===== src/rtl/u8d_pkg.sv =====
// Package for the UTF-8 stream decoder: error codes, byte masks and limits.
// No dependencies; used by the channel interfaces and the top level.
`default_nettype none

package u8d_pkg;

    localparam int unsigned CpWidth = 21;

    typedef enum logic [2:0] {
        ERR_NONE        = 3'd0,
        ERR_BAD_START   = 3'd1,
        ERR_BAD_CONT    = 3'd2,
        ERR_OVERLONG    = 3'd3,
        ERR_TERMINATION = 3'd4
    } t_err;

    typedef logic [CpWidth-1:0] t_cp;

    localparam logic [7:0] Lead2Mask  = 8'hE0;
    localparam logic [7:0] Lead2Code  = 8'hC0;
    localparam logic [7:0] Lead3Mask  = 8'hF0;
    localparam logic [7:0] Lead3Code  = 8'hE0;
    localparam logic [7:0] Lead4Mask  = 8'hF8;
    localparam logic [7:0] Lead4Code  = 8'hF0;
    localparam logic [7:0] ContMask   = 8'hC0;
    localparam logic [7:0] ContCode   = 8'h80;

    localparam t_cp Limit1 = t_cp'(21'h80);
    localparam t_cp Limit2 = t_cp'(21'h800);
    localparam t_cp Limit3 = t_cp'(21'h10000);

    function automatic logic [2:0] needed_length(input t_cp v);
        logic [2:0] len;
        if (v < Limit1) begin
            len = 3'd1;
        end else if (v < Limit2) begin
            len = 3'd2;
        end else if (v < Limit3) begin
            len = 3'd3;
        end else begin
            len = 3'd4;
        end
        return len;
    endfunction

endpackage

`default_nettype wire


===== src/rtl/u8d_if.sv =====
// Valid/ready channel interfaces for the UTF-8 stream decoder: byte requests in,
// decoded results out. Depends on u8d_pkg.
`default_nettype none

interface u8d_in_if import u8d_pkg::*; ();
    logic       valid;
    logic       ready;
    logic [7:0] data_byte;
    logic       end_of_stream;

    modport source (output valid, data_byte, end_of_stream, input ready);
    modport sink   (input valid, data_byte, end_of_stream, output ready);
endinterface

interface u8d_out_if import u8d_pkg::*; ();
    logic valid;
    logic ready;
    t_cp  code_point;
    logic char_ready;
    t_err error_code;

    modport source (output valid, code_point, char_ready, error_code, input ready);
    modport sink   (input valid, code_point, char_ready, error_code, output ready);
endinterface

`default_nettype wire


===== src/rtl/utf8_stream_decoder_top.sv =====
// UTF-8 stream decoder top level: input register, decode step, result register.
// Depends on u8d_pkg and the channel interfaces in u8d_if.
//
// One byte request per cycle unless the sink stalls, one result per byte. A byte
// is held in the input register, decoded against the pending sequence state and
// written to the result register together with the state update; the input
// register takes a new byte while a result waits only if it is empty, so full
// throughput holds as long as the sink takes a result each cycle. Each result
// carries the code point (zero unless char_ready), char_ready and an error
// code; invalid continuation bytes are dropped with the pending sequence kept,
// and a byte flagged end_of_stream always leaves the decoder idle.
`default_nettype none

module utf8_stream_decoder_top import u8d_pkg::*; (
    input  wire        i_clk,
    input  wire        i_rst_n,
    u8d_in_if.sink     i_in,
    u8d_out_if.source  o_out
);

    logic       r_in_valid;
    logic [7:0] r_byte;
    logic       r_last;

    logic [1:0] r_rem;
    logic [2:0] r_seq;
    t_cp        r_acc;

    logic       r_out_valid;
    t_cp        r_cp;
    logic       r_rdy;
    t_err       r_err;

    logic [1:0] n_rem;
    logic [2:0] n_seq;
    t_cp        n_acc;
    t_cp        n_cp;
    logic       n_rdy;
    t_err       n_err;

    logic       w_adv;
    t_cp        w_shift;
    logic [1:0] w_rem_dec;

    assign w_adv     = r_in_valid && (!r_out_valid || o_out.ready);
    assign i_in.ready = !r_in_valid || w_adv;

    assign w_shift   = {r_acc[CpWidth-7:0], r_byte[5:0]};
    assign w_rem_dec = r_rem - 2'd1;

    always_comb begin
        n_rem = r_rem;
        n_seq = r_seq;
        n_acc = r_acc;
        n_cp  = '0;
        n_rdy = 1'b0;
        n_err = ERR_NONE;
        if (r_rem == 2'd0) begin
            priority if (!r_byte[7]) begin
                n_cp  = t_cp'(r_byte);
                n_rdy = 1'b1;
            end else if ((r_byte & Lead2Mask) == Lead2Code) begin
                n_acc = t_cp'(r_byte[4:0]);
                n_seq = 3'd2;
                n_rem = 2'd1;
            end else if ((r_byte & Lead3Mask) == Lead3Code) begin
                n_acc = t_cp'(r_byte[3:0]);
                n_seq = 3'd3;
                n_rem = 2'd2;
            end else if ((r_byte & Lead4Mask) == Lead4Code) begin
                n_acc = t_cp'(r_byte[2:0]);
                n_seq = 3'd4;
                n_rem = 2'd3;
            end else begin
                n_err = ERR_BAD_START;
            end
        end else if ((r_byte & ContMask) != ContCode) begin
            n_err = ERR_BAD_CONT;
        end else if (w_rem_dec != 2'd0) begin
            n_acc = w_shift;
            n_rem = w_rem_dec;
        end else begin
            if (needed_length(w_shift) == r_seq) begin
                n_cp  = w_shift;
                n_rdy = 1'b1;
            end else begin
                n_err = ERR_OVERLONG;
            end
            n_rem = '0;
            n_seq = '0;
            n_acc = '0;
        end
        if (r_last) begin
            if (n_rem != 2'd0 && n_err == ERR_NONE) begin
                n_err = ERR_TERMINATION;
            end
            n_rem = '0;
            n_seq = '0;
            n_acc = '0;
        end
    end

    always_ff @(posedge i_clk) begin
        if (!i_rst_n) begin
            r_in_valid  <= 1'b0;
            r_out_valid <= 1'b0;
            r_rem       <= '0;
            r_seq       <= '0;
            r_acc       <= '0;
        end else begin
            if (i_in.valid && i_in.ready) begin
                r_in_valid <= 1'b1;
            end else if (w_adv) begin
                r_in_valid <= 1'b0;
            end
            if (w_adv) begin
                r_out_valid <= 1'b1;
                r_rem       <= n_rem;
                r_seq       <= n_seq;
                r_acc       <= n_acc;
            end else if (o_out.ready) begin
                r_out_valid <= 1'b0;
            end
        end
    end

    always_ff @(posedge i_clk) begin
        if (i_in.valid && i_in.ready) begin
            r_byte <= i_in.data_byte;
            r_last <= i_in.end_of_stream;
        end
        if (w_adv) begin
            r_cp  <= n_cp;
            r_rdy <= n_rdy;
            r_err <= n_err;
        end
    end

    assign o_out.valid      = r_out_valid;
    assign o_out.code_point = r_cp;
    assign o_out.char_ready = r_rdy;
    assign o_out.error_code = r_err;

    a_pending_len : assert property (@(posedge i_clk) disable iff (!i_rst_n)
        r_rem != 2'd0 |-> r_seq > {1'b0, r_rem} && r_seq <= 3'd4)
        else $error("pending length does not match remaining count");

    a_idle_clear : assert property (@(posedge i_clk) disable iff (!i_rst_n)
        r_rem == 2'd0 |-> r_acc == '0 && r_seq == 3'd0)
        else $error("idle state not cleared");

    a_char_no_err : assert property (@(posedge i_clk) disable iff (!i_rst_n)
        r_out_valid && r_rdy |-> r_err == ERR_NONE)
        else $error("character emitted with an error");

    a_cp_zero : assert property (@(posedge i_clk) disable iff (!i_rst_n)
        r_out_valid && !r_rdy |-> r_cp == '0)
        else $error("code point set without a character");

    a_last_idle : assert property (@(posedge i_clk) disable iff (!i_rst_n)
        w_adv && r_last |=> r_rem == 2'd0)
        else $error("end of stream left a sequence pending");

endmodule

`default_nettype wire

===== src/flat_wrapper.sv =====
// flat-port wrapper written by rule: the top's interface ports become plain ports
module utf8_stream_decoder_top_flat import u8d_pkg::*;
  (i_clk, i_rst_n, i_in_valid, i_in_data_byte, i_in_end_of_stream, i_in_ready, o_out_valid, o_out_code_point, o_out_char_ready, o_out_error_code, o_out_ready);
  u8d_in_if i_in_i ();
  u8d_out_if o_out_i ();
  input  wire i_clk;
  input  wire i_rst_n;
  input wire logic [$bits(i_in_i.valid)-1:0] i_in_valid;
  input wire logic [$bits(i_in_i.data_byte)-1:0] i_in_data_byte;
  input wire logic [$bits(i_in_i.end_of_stream)-1:0] i_in_end_of_stream;
  output wire logic [$bits(i_in_i.ready)-1:0] i_in_ready;
  output wire logic [$bits(o_out_i.valid)-1:0] o_out_valid;
  output wire logic [$bits(o_out_i.code_point)-1:0] o_out_code_point;
  output wire logic [$bits(o_out_i.char_ready)-1:0] o_out_char_ready;
  output wire logic [$bits(o_out_i.error_code)-1:0] o_out_error_code;
  input wire logic [$bits(o_out_i.ready)-1:0] o_out_ready;
  assign i_in_i.valid = i_in_valid;
  assign i_in_i.data_byte = i_in_data_byte;
  assign i_in_i.end_of_stream = i_in_end_of_stream;
  assign i_in_ready = i_in_i.ready;
  assign o_out_valid = o_out_i.valid;
  assign o_out_code_point = o_out_i.code_point;
  assign o_out_char_ready = o_out_i.char_ready;
  assign o_out_error_code = o_out_i.error_code;
  assign o_out_i.ready = o_out_ready;
  utf8_stream_decoder_top u_core (.i_clk(i_clk), .i_rst_n(i_rst_n), .i_in(i_in_i), .o_out(o_out_i));
endmodule

===== config.mk =====
export PLATFORM = sky130hd
export DESIGN_NAME = utf8_stream_decoder_top_flat
export DESIGN_NICKNAME = d
export VERILOG_FILES = /design/src/rtl/u8d_pkg.sv /design/src/rtl/u8d_if.sv /design/src/rtl/utf8_stream_decoder_top.sv /design/src/flat_wrapper.sv
export SDC_FILE = /design/constraint.sdc
export NUM_CORES = 1
export LEC_CHECK = 0
export BUFFER_PORTS_ARGS = -buffer_cell sky130_fd_sc_hd__buf_2
export CORE_UTILIZATION = 31
export DETAILED_ROUTE_END_ITERATION = 10
export GPL_ROUTABILITY_DRIVEN = 0
export SLEW_MARGIN = 20
export SYNTH_ARGS = -nofsm -noshare
export SYNTH_HDL_FRONTEND = slang
export SYNTH_SLANG_ARGS = --single-unit

===== constraint.sdc =====
create_clock -name i_clk -period 2.1 [get_ports i_clk]
set_clock_uncertainty 0.05 [all_clocks]
set_input_delay 0.42 -clock i_clk [delete_from_list [all_inputs] [get_ports i_clk]]
set_output_delay 0.42 -clock i_clk [all_outputs]
set_load 0.01 [all_outputs]

# Yosys cells after proc, flatten, opt, wreduce, memory -nomap -nowiden
# Cells that the tools add are included.
totals:
  wordCells: 92
  input_bits: 13
  ff_bits: 56
op_classes:
  n_eq_ne: 9
  n_addsub: 1
  reduce_logical: 15
  n_lt_le_gt_ge: 3
  mux: 54
ops:
  columns: ["cell", "n"]
  rows:
  - ["15-bit two-way mux", 8]
  - ["21-bit two-way mux", 4]
  - ["3-bit two-way mux", 22]
  - ["21-bit by 12-bit < comparator with 1-bit output (second input constant)", 1]
  - ["21-bit by 17-bit < comparator with 1-bit output (second input constant)", 1]
  - ["21-bit by 8-bit < comparator with 1-bit output (second input constant)", 1]
  - ["2-bit two-way mux", 9]
  - ["1-bit two-way mux", 10]
  - ["3-bit by 1-bit inequality test with 1-bit output (second input constant)", 3]
  - ["2-bit nonzero test", 4]
  - ["7-bit two-way mux", 1]
  - ["5-bit equality test (second input constant)", 1]
  - ["5-bit by 4-bit inequality test with 1-bit output (second input constant)", 1]
  - ["5-bit AND reduction", 1]
  - ["4-bit equality test (second input constant)", 1]
  - ["4-bit AND reduction", 1]
  - ["3-bit equality test", 1]
  - ["3-bit equality test (second input constant)", 1]
  - ["1-bit logical AND", 3]
  - ["3-bit logical NOT", 1]
  - ["1-bit logical NOT", 2]
  - ["2-bit logical NOT", 1]
  - ["1-bit logical OR", 2]
  - ["2-bit inequality test (second input constant)", 1]
  - ["2-bit by 1-bit subtractor with 2-bit output (second input constant)", 1]

# Logic depth before layout (Yosys ltp)
depth:
  word_depth: 16
  mapped_depth: 9

# Least setup slack after synthesis
# Ideal clock, no wire load.
synth_timing:
  path_type: "register to register"
  startpoint: "reg u_core.r_rem[0]"
  endpoint: "reg u_core.r_acc[10]"
  setup_ps: 72
  synth_period_minus_slack_ps: 2128
  path_slack_ps: -28
  t_arrival_ps: 2007
  path_stages_with_launch: 10
  path_buffers: 2
  path_cell_list: "dfxtp_1 -> inv_1 -> ha_1 -> clkbuf_1 -> nand2_1 -> nor2b_1 -> o21ai_0 -> a21oi_1 -> buf_2 -> mux2i_1"
synth_between:
  elab_chain_cells: 6
  elab_cells_between_ends: 11
  cone_classes: "1 x add/sub; 3 x eq/ne; 4 x mux; 3 x reduce/logical"
synth_rtl:
  columns: ["item", "line", "source"]
  rows:
  - ["from (decl)", "utf8_stream_decoder_top.sv:25", "logic [1:0] r_rem;"]
  - ["from (signal assigned)", "utf8_stream_decoder_top.sv:118", "r_rem <= n_rem;"]
  - ["2-bit by 1-bit subtractor with 2-bit output", "utf8_stream_decoder_top.sv:49", "assign w_rem_dec = r_rem - 2'd1;"]
  - ["2-bit nonzero test", "utf8_stream_decoder_top.sv:79", "end else if (w_rem_dec != 2'd0) begin"]
  - ["15-bit two-way mux", "utf8_stream_decoder_top.sv:79", null]
  - ["15-bit two-way mux", "utf8_stream_decoder_top.sv:77", "end else if ((r_byte & ContMask) != ContCode) begin"]
  - ["15-bit two-way mux", "utf8_stream_decoder_top.sv:58", "if (r_rem == 2'd0) begin"]
  - ["15-bit two-way mux", "utf8_stream_decoder_top.sv:93", "if (r_last) begin"]
  - ["to (signal assigned)", "utf8_stream_decoder_top.sv:120", "r_acc <= n_acc;"]
  - ["to (decl)", "utf8_stream_decoder_top.sv:27", "t_cp r_acc;"]
# Parallel ways exist; a longest one is shown, timed or not. The select of a mux whose other input is x is not followed.
# A chain may end at the register's enable or synchronous reset.

# Worst setup path in the final report
layout_timing:
  startpoint: "reg u_core.r_acc[7]"
  endpoint: "reg u_core.r_cp[14] (netlist: u_core.o_out.code_point[14]) (data pin)"
layout_between:
  elab_chain_cells: 12
  elab_cells_between_ends: 14
  cone_classes: "3 x order compare; 1 x eq/ne; 10 x mux"
layout_rtl:
  columns: ["item", "line", "source"]
  rows:
  - ["21-bit by 17-bit < comparator with 1-bit output", "u8d_pkg.sv:38", "end else if (v < Limit3) begin"]
  - ["3-bit two-way mux", "u8d_pkg.sv:38", null]
  - ["3-bit two-way mux", "u8d_pkg.sv:36", "end else if (v < Limit2) begin"]
  - ["3-bit two-way mux *", "u8d_pkg.sv:34", "if (v < Limit1) begin"]
  - ["3-bit two-way mux *", "utf8_stream_decoder_top.sv:79", null]
  - ["3-bit two-way mux *", "utf8_stream_decoder_top.sv:77", null]
  - ["3-bit two-way mux *", "utf8_stream_decoder_top.sv:58", null]
  - ["3-bit equality test *", "utf8_stream_decoder_top.sv:83", "if (needed_length(w_shift) == r_seq) begin"]
  - ["21-bit two-way mux *", "utf8_stream_decoder_top.sv:83", null]
  - ["21-bit two-way mux *", "utf8_stream_decoder_top.sv:79", null]
  - ["21-bit two-way mux *", "utf8_stream_decoder_top.sv:77", null]
  - ["21-bit two-way mux *", "utf8_stream_decoder_top.sv:58", null]
  - ["to (signal assigned)", "utf8_stream_decoder_top.sv:133", "r_cp <= n_cp;"]
  - ["to (decl)", "utf8_stream_decoder_top.sv:30", "t_cp r_cp;"]
# Every way passes the cells marked *; elsewhere a longest branch is shown, timed or not. The select of a mux whose other input is x is not followed.

==> flow_summary.json <==
{
  "core-area_sq_mm": 0.00777,
  "area_growth_pct": 26.3,
  "end_kind": "flop",
  "n_antenna_cell": 0,
  "m1WireLength_mm": 2.59,
  "outcome": "completed",
  "path_class": "reg2reg",
  "clk_pin_slew_ps": 110,
  "yosysTopAreaCell": "edfxtp_1",
  "final_max_slew_viol_count": 0,
  "antenna_found_initial": 0,
  "fp.dieW_um": 91.6,
  "grt_max_degree": 26,
  "syn_nets": 237,
  "dr.pass1.iters": 4,
  "ys_top_cells_by_area": "edfxtp_1, dfxtp_1, mux2i_1",
  "wl_mm": 5.18,
  "start_kind": "flop",
  "pre_cts_slack_ps": -59.7,
  "ys_seq_area_share_pct": 58.7,
  "cts_tree": "yes",
  "initial_utilization_pct": 32.1,
  "num_rows": 32,
  "vias": 1847,
  "via_per_inst": 4.74,
  "grt.overflow.total": 0,
  "cts_root_buf": "clkbuf_8",
  "port_buffers": 39,
  "dieArea_sq_mm": 0.00840,
  "ys.flop_type": "edfxtp_1",
  "synth_commonest_cells": "nand2_1, edfxtp_1, dfxtp_1, and2_1, mux2i_1",
  "cts-buffers-inserted": 5,
  "avgSynthCellArea_sq_um": 11.2,
  "htree_levels": 2,
  "io_pins": 40,
  "top_layer": "met4",
  "ys_types": 41,
  "stdcell_count": 390,
  "finalWorstSetupSlack_ps": 4.00,
  "cp.required_ps": 2120,
  "critical_path.max_fanout": 15,
  "rrSetupSlack_ps": 4,
  "drtAntennaViolNets": 0,
  "rsz0062_at_grt": "true",
  "setup_tns_ps": 0,
  "final_layout_size_suffix_gt1_share_pct": 31.9,
  "power_leakage_nw": 1.23,
  "wl_per_cell_um": 13.3,
  "fin_util_pct": 40.5,
  "worstSkewPairLatency_ps": 310,
  "ir_worst_vdd_mv": 0.267,
  "worst_pin_slew_ps": 395,
  "synth-edff-count": 34,
  "maxCapViolCount": 0,
  "slew_headroom_pct": 73.5,
  "synth_top_area_share_pct": 41.0,
  "routed-wl-met2_mm": 2.30,
  "route.met3.wl_um": 261,
  "grt_util_all_layers_pct": 12.5,
  "cts_sinks": 56,
  "first_iter_violations": 129,
  "first_global_vias": 1689,
  "hold_path.class": "in2reg",
  "num-nets-final": 302,
  "syn_area_sq_mm": 0.00249,
  "hpwl_mm": 3.74,
  "setup_viol": 0,
  "fin_crit_ps": 2100,
  "yosysWarnings": 0,
  "period_share_pct": 99.8,
  "cts_buffer_depth": 2,
  "die_h_um": 91.6,
  "async_flop_share_pct": 0,
  "syn_inst": 222,
  "p_per_area_mw_per_mm2": 637,
  "drcViolationCount": 0,
  "grt_pass1_wl_mm": 8.20,
  "placed_cells": 380,
  "maxClockFrequency_mhz": 477,
  "fill_cells": 773,
  "synth-seq-cells": 56,
  "hold_violations": 0,
  "holdBufCountCts": 0,
  "yosysMostFrequentCell": "nand2_1",
  "crit_arrival_ps": 2120
}
## critical path, stage by stage, from the launching register on
cell and delay [ps]:
dfxtp_2 340, or4_4 520, o211ai_1 210, o31ai_2 110, buf_4 150, o221a_4 290
and2_1 180
## placed cells by master (no fill, tap or decap), types with 2 or more instances in the layout
cell type  instances
buf_2             39
nand2_1           38
edfxtp_1          34
buf_4             26
dfxtp_1           20
and2_1            18
mux2i_1           15
o21ai_0            9
inv_1              7
nor2b_1            5
nor2_1             5
clkbuf_8           5
nor3_1             4
a21boi_0           4
nand2b_1           3
or4_4              3
nand4_1            3
a21boi_1           3
a21boi_2           3
nand3_1            3
a221oi_1           3
o211ai_1           2
a211o_1            2
a21oi_1            2
nand2_2            2
and3_1             2
o31ai_1            2
clkinv_4           2
dfxtp_2            2
## worst paths after layout
check        cells after the start               from                          end
max                              6    u_core.r_acc[7]  u_core.o_out.code_point[14]
min                              1  i_in_data_byte[2]             u_core.r_byte[2]
max reg2reg                      6    u_core.r_acc[7]  u_core.o_out.code_point[14]
min reg2reg                      2    u_core.r_acc[9]              u_core.r_acc[9]
## metal layers
| layer | up-vias | track usage [%] |
|---|---|---|
| met5 | - | 0 |
| met3 | 4 | 2.57 |
| met2 | 54 | 19.0 |
| met1 | 852 | 17.9 |
| li1 | 937 | - |
| met4 | 0 | 3.57 |
## metrics by stage
| stage | hold WS, ps | instance area [sq um] | power [mW] |
|---|---|---|---|
| 6_report | 227 | 3150 | 2.01 |
| 4_1_cts | 216 | 3120 | 2.02 |
| 5_1_grt | 212 | 3150 | 2.08 |
| 3_5_place_dp | 413 | 2980 | 1.42 |
| 2_1_floorplan | 388 | 2490 | 1.34 |
| 3_3_place_gp | 406 | 2980 | 1.41 |
## where the power goes
| group | switching (mW) | internal, mW |
|---|---|---|
| registers | 0.0216 | 1.20 |
| clock network | 0.367 | 0.244 |
| logic | 0.0956 | 0.0751 |
| total | 0.484 | 1.52 |
## sequential cells by signal (all words and copies together), names as in the netlist
register / count
u_core.o_out.code_point: 21
u_core.r_acc: 15
u_core.r_byte: 8
u_core.o_out.error_code: 3
u_core.r_seq: 3
u_core.r_rem: 2
u_core.o_out.char_ready: 1
u_core.o_out.valid: 1
u_core.r_in_valid: 1
u_core.r_last: 1
## cells by family (layout without fill, tap and decap cells)
logic type	Yosys count	after routing	share of synthesized area, %
simple gates	92	92	19.3
fa+ha+maj	2	2	1.00
mux	15	15	6.03
flops	56	56	58.7
compound gates	41	41	12.3
buf+inv	16	82	2.76
## layout make-up
class	count	area (sq um)	share of cell area (%)
clock buffers	5	68.8	2.19
clock inverters	3	26.3	0.835
inverters	7	26.3	0.835
multi-input cells	150	1010	32.2
flip-flops and latches	56	1460	46.5
well taps	102	128	4.06
repair buffers	67	422	13.4
## what timing repair did
item / in CTS / in global routing
pin swaps: 4 / 7
gates cloned: 0 / 0
setup endpoints to repair: 23 / 42
resized for setup: 8 / 5
buffers inserted: 1 / 1
Power figures use the tool's default switching activity.
